**src/rtl/bpb_ram.sv**
```systemverilog
`default_nettype none

module bpb_ram #(
  parameter int unsigned WIDTH = 8,
  parameter int unsigned DEPTH = 16
) (
  input  wire logic                     clk,
  input  wire logic                     we,
  input  wire logic [$clog2(DEPTH)-1:0] waddr,
  input  wire logic [WIDTH-1:0]         wdata,
  input  wire logic                     re,
  input  wire logic [$clog2(DEPTH)-1:0] raddr,
  output logic      [WIDTH-1:0]         rdata
);

  logic [WIDTH-1:0] mem [DEPTH];

  always_ff @(posedge clk) begin
    if (we) begin
      mem[waddr] <= wdata;
    end
  end

  // Read data holds while re is low
  always_ff @(posedge clk) begin
    if (re) begin
      rdata <= mem[raddr];
    end
  end

endmodule

`default_nettype wire

```
**config.mk**
```make
export PLATFORM = sky130hd
export DESIGN_NAME = bpb_ram
export DESIGN_NICKNAME = d
export VERILOG_FILES = /design/src/rtl/bpb_ram.sv
export SDC_FILE = /design/constraint.sdc
export NUM_CORES = 1
export LEC_CHECK = 0
export CORE_MARGIN = 2
export CORE_UTILIZATION = 25
export CTS_CLUSTER_DIAMETER = 40
export DETAILED_ROUTE_END_ITERATION = 6
export DONT_BUFFER_PORTS = 1
export HOLD_SLACK_MARGIN = 0.02
export PLACE_DENSITY = 0.43
export SLEW_MARGIN = 5
export SYNTH_ARGS = -nofsm -noshare
export SYNTH_HDL_FRONTEND = slang
export SYNTH_SLANG_ARGS = --single-unit
```
**constraint.sdc**
```tcl
create_clock -name clk -period 2.8 [get_ports clk]
set_input_delay 0.28 -clock clk [delete_from_list [all_inputs] [get_ports clk]]
set_output_delay 0.28 -clock clk [all_outputs]
set_load 0.03 [all_outputs]
```
Word level (Yosys, flattened, before mapping)
Memory sizes are Yosys's and may differ from the RTL's. A register that Yosys moved wholly into a read port is not among the register bits.
Cells that the tools add are included.
Word-level totals
  register bits: 0
  RAM bits: 128
  bits of input ports: 19
  word-level logic and storage cells: 3
  memories kept: 1
Cells by class
  muxes and demuxes: 2
Memories
  mem: words 16, bits a word 8, read ports 1, clocked after Yosys merged registers in 1, wr ports 1, line 16  | logic [WIDTH-1:0] mem [DEPTH];
Operator list (count)
  2-to-1 mux 1 bit: 2

Logic depth before layout (Yosys ltp)
  depth after elaboration: 2
  gate-level depth with buffers: 5
  gate-level depth less buffers: 3

Least setup slack after synthesis
OpenSTA, ideal clock, no wires.
  path kind: input -> register
  start: input waddr[2]
  end: memory mem[0][0] (enable)
  data arrival time: 1390 ps
  required time: 2417 ps
  path slack: 1027 ps
  stages: 2
  buffers on the path: 0
  path through: or3b_2 > nor3_1
RTL lines
  start: declaration: line 9  | input wire logic [$clog2(DEPTH)-1:0] waddr,
  end: declaration: line 16
No word-level cell before the write port.

==> results.tsv <==
stage	metric	value	unit
outcome	outcome	finished clean	
power_and_ir_drop	Design Power	4.698	mW
route	drt pass-1 iters	4	
timing	final setup fails	0	
power_and_ir_drop	Leakage	1.973	nW
final_layout	share of cells above drive strength 1	0.2222	
route	DRT iter0 DRCs	145	
yosys	Synth Area per Inst	22.83	um^2
yosys	Synth Register Bits	136	
setup_path	Crit Path Max Fanout	1	
route	via density per instance	4.317	
timing	achievable clock frequency	0.6442	GHz
floorplan	Starting Density	0.2567	
setup_path	Largest stage delay, worst path	0.50	ns
setup_path	crit path DAT	1.68	ns
yosys	Post-Syn Nets	248	
grt	vias in the first global route	2499	
timing	hold slack	0.2369	ns
yosys	sequential cell area fraction in the yosys report	0.7812	
floorplan	core region area	20360	um^2
floorplan	Die Y	148.6	um
clock_network	root buf cell	clkbuf_16	
grt	first-pass GRT wire length	16250	um
place	gpl congestion	0.7069	
timing	Hold Violations, Final	0	
grt	gr ovfl total	0	
route	wire per inst	20.42	um
setup_path	Crit-path slowest cell	mux4_1	
timing	unrepaired setup endpoints after global routing	false	
grt	antenna violations before repair	0	
yosys	Netlist Area Pre-Place	5228	um^2
setup_path	CP startpoint kind	register	
yosys	Post-Synthesis Cells	229	
power_and_ir_drop	pwr dens	753.7	nW/um^2
yosys	Synthesis Warnings	0	
grt	GR Util All Layers	0.1073	
clock_network	Worst-path clk slew	0.06	ns
route	DRC errors left	0	
power_and_ir_drop	VDD IR max	0.3807	mV
final_layout	nets	276	
setup_path	Worst Path Required	2.93	ns
route	Antenna Nets Post-Route	0	
setup_path	cells along the critical path	mux4_1 > a22oi_1 > nand2_1	
setup_path	CP endpoint kind	register	
flow_run	Max-Cap Viols	0	
route	via count	2331	
timing	crit share post-route	0.5544	
final_layout	Diodes inserted	0	
clock_network	CTS Buffer Depth	2	
clock_network	clock sink count	136	
floorplan	full die area	22080	um^2
timing	TNS Setup	0	ns
timing	Final Max Tran Viols	0	
setup_path	CP bufs+invs	0	
place	Port Buffers	0	
yosys	synth unique cells	18	
clock_network	total setup buffers inserted after CTS	0	
clock_network	CTS tree	built	
route	final WL	11030	um
timing	Final min period	1.552	ns
setup_path	Top delay family on crit path	multiplexers	
timing	Slew @ Worst Pin	0.8551	ns
worst_hold_path	Hold/Removal Path Class	in -> reg	
clock_network	Num CTS Buffers	17	
yosys	post-synth top area share	0.7812	
floorplan	IO Pins	27	
floorplan	row count	52	
timing	slew margin rel.	0.4278	
timing	Layout Skew	0.009092	ns
floorplan	die span in x	148.6	um
yosys	Synth area leader	edfxtp_1	
grt	pin count of the biggest net entering global routing	33	
place	HPWL after DPL	6786	um
yosys	largest cells by area after synthesis	edfxtp_1 (78%), mux4_2 (7.8%), mux4_1 (7.0%)	
setup_path	WS Path Type	reg -> reg	
final_layout	area delta synth->final	19.24	%
clock_network	H-tree depth	4	
clock_network	Clock Latency Late Sink	0.42	ns
==> cells by family (layout without fill, tap and decap cells) <==
group / Yosys count / count (layout) / share of synthesized area
mux: 32 / 32 / 0.1479
simple gates: 35 / 35 / 0.03136
buf+inv: 10 / 51 / 0.01651
flops: 136 / 136 / 0.7812
compound gates: 16 / 16 / 0.02298
==> timing repair <==
action / in CTS / in global routing
endpoints found under the hold margin: 136 / 0
resized for setup: 0 / 0
hold buffers: 9 / 0
==> synthesized netlist by cell type <==
master,instances
and2b_1,1
nand2_1,9
nor2_1,13
buf_6,3
nand3_1,1
or3b_2,1
nor3_1,4
nand2b_1,2
a22oi_1,16
nor2b_1,1
mux4_1,14
mux4_2,18
buf_4,1
edfxtp_1,136
clkdlybuf4s25_2,3
and2_1,1
nand3b_1,2
buf_2,3
==> layout make-up <==
| class | instances | area (um^2) |
|---|---|---|
| flip-flops and latches | 136 | 4084 |
| well taps | 270 | 337.8 |
| multi-input cells | 83 | 1057 |
| clock buffers | 18 | 429.2 |
| fillers | 1970 | 14130 |
| clock inverters | 14 | 160.2 |
| repair buffers | 19 | 165.2 |
==> final timing paths <==
| path | startpoint | to | slack [ns] | depth (start not counted) |
|---|---|---|---|---|
| worst min register to register | mem[4][2] | rdata[2] | 0.76 | 3 |
| worst max register to register | mem[1][0] | rdata[0] | 1.25 | 3 |
| worst min-delay path | waddr[0] | mem[8][1] | 0.24 | 2 |
| worst max-delay path | mem[1][0] | rdata[0] | 1.25 | 3 |
==> metrics by stage <==
stage	util	std cells	setup WS, ns	cell area [um^2]
after global routing	0.3061	540	1.184	6233
after detailed placement	0.2727	499	0.8937	5554
final	0.3061	540	1.248	6233
after floorplan	-	229	1.027	5228
after CTS	0.3061	540	1.216	6233
after global placement	0.2727	499	0.9345	5554
==> sequential cells by signal, summed over array words and instances, names as in the netlist <==
| name | count |
|---|---|
| mem | 128 |
| rdata | 8 |
==> where the power goes <==
group          leakage [nW]  switching (mW)  internal, mW
clock                 0.275           0.873          1.33
sequential             1.24          0.0310          2.30
combinational         0.461          0.0929        0.0756
total                  1.97           0.997          3.70
==> cells in the final DEF (no fill, tap or decap), types with 4 or more instances in the layout <==
cell type,n
a22oi_1,16
buf_4,10
clkbuf_16,17
clkinvlp_4,4
dlygate4sd3_1,9
edfxtp_1,136
inv_6,7
mux4_1,14
mux4_2,18
nand2_1,9
nor2_1,13
nor3_1,4
==> routing by layer <==
| layer | wire length (um) | global-route usage |
|---|---|---|
| met1 | 5386 | 0.1491 |
| met2 | 4967 | 0.1553 |
| met3 | 555 | 0.04141 |
| met4 | 116 | 0.03429 |
| met5 | 0 | 0 |
Power figures use the tool's default switching activity.
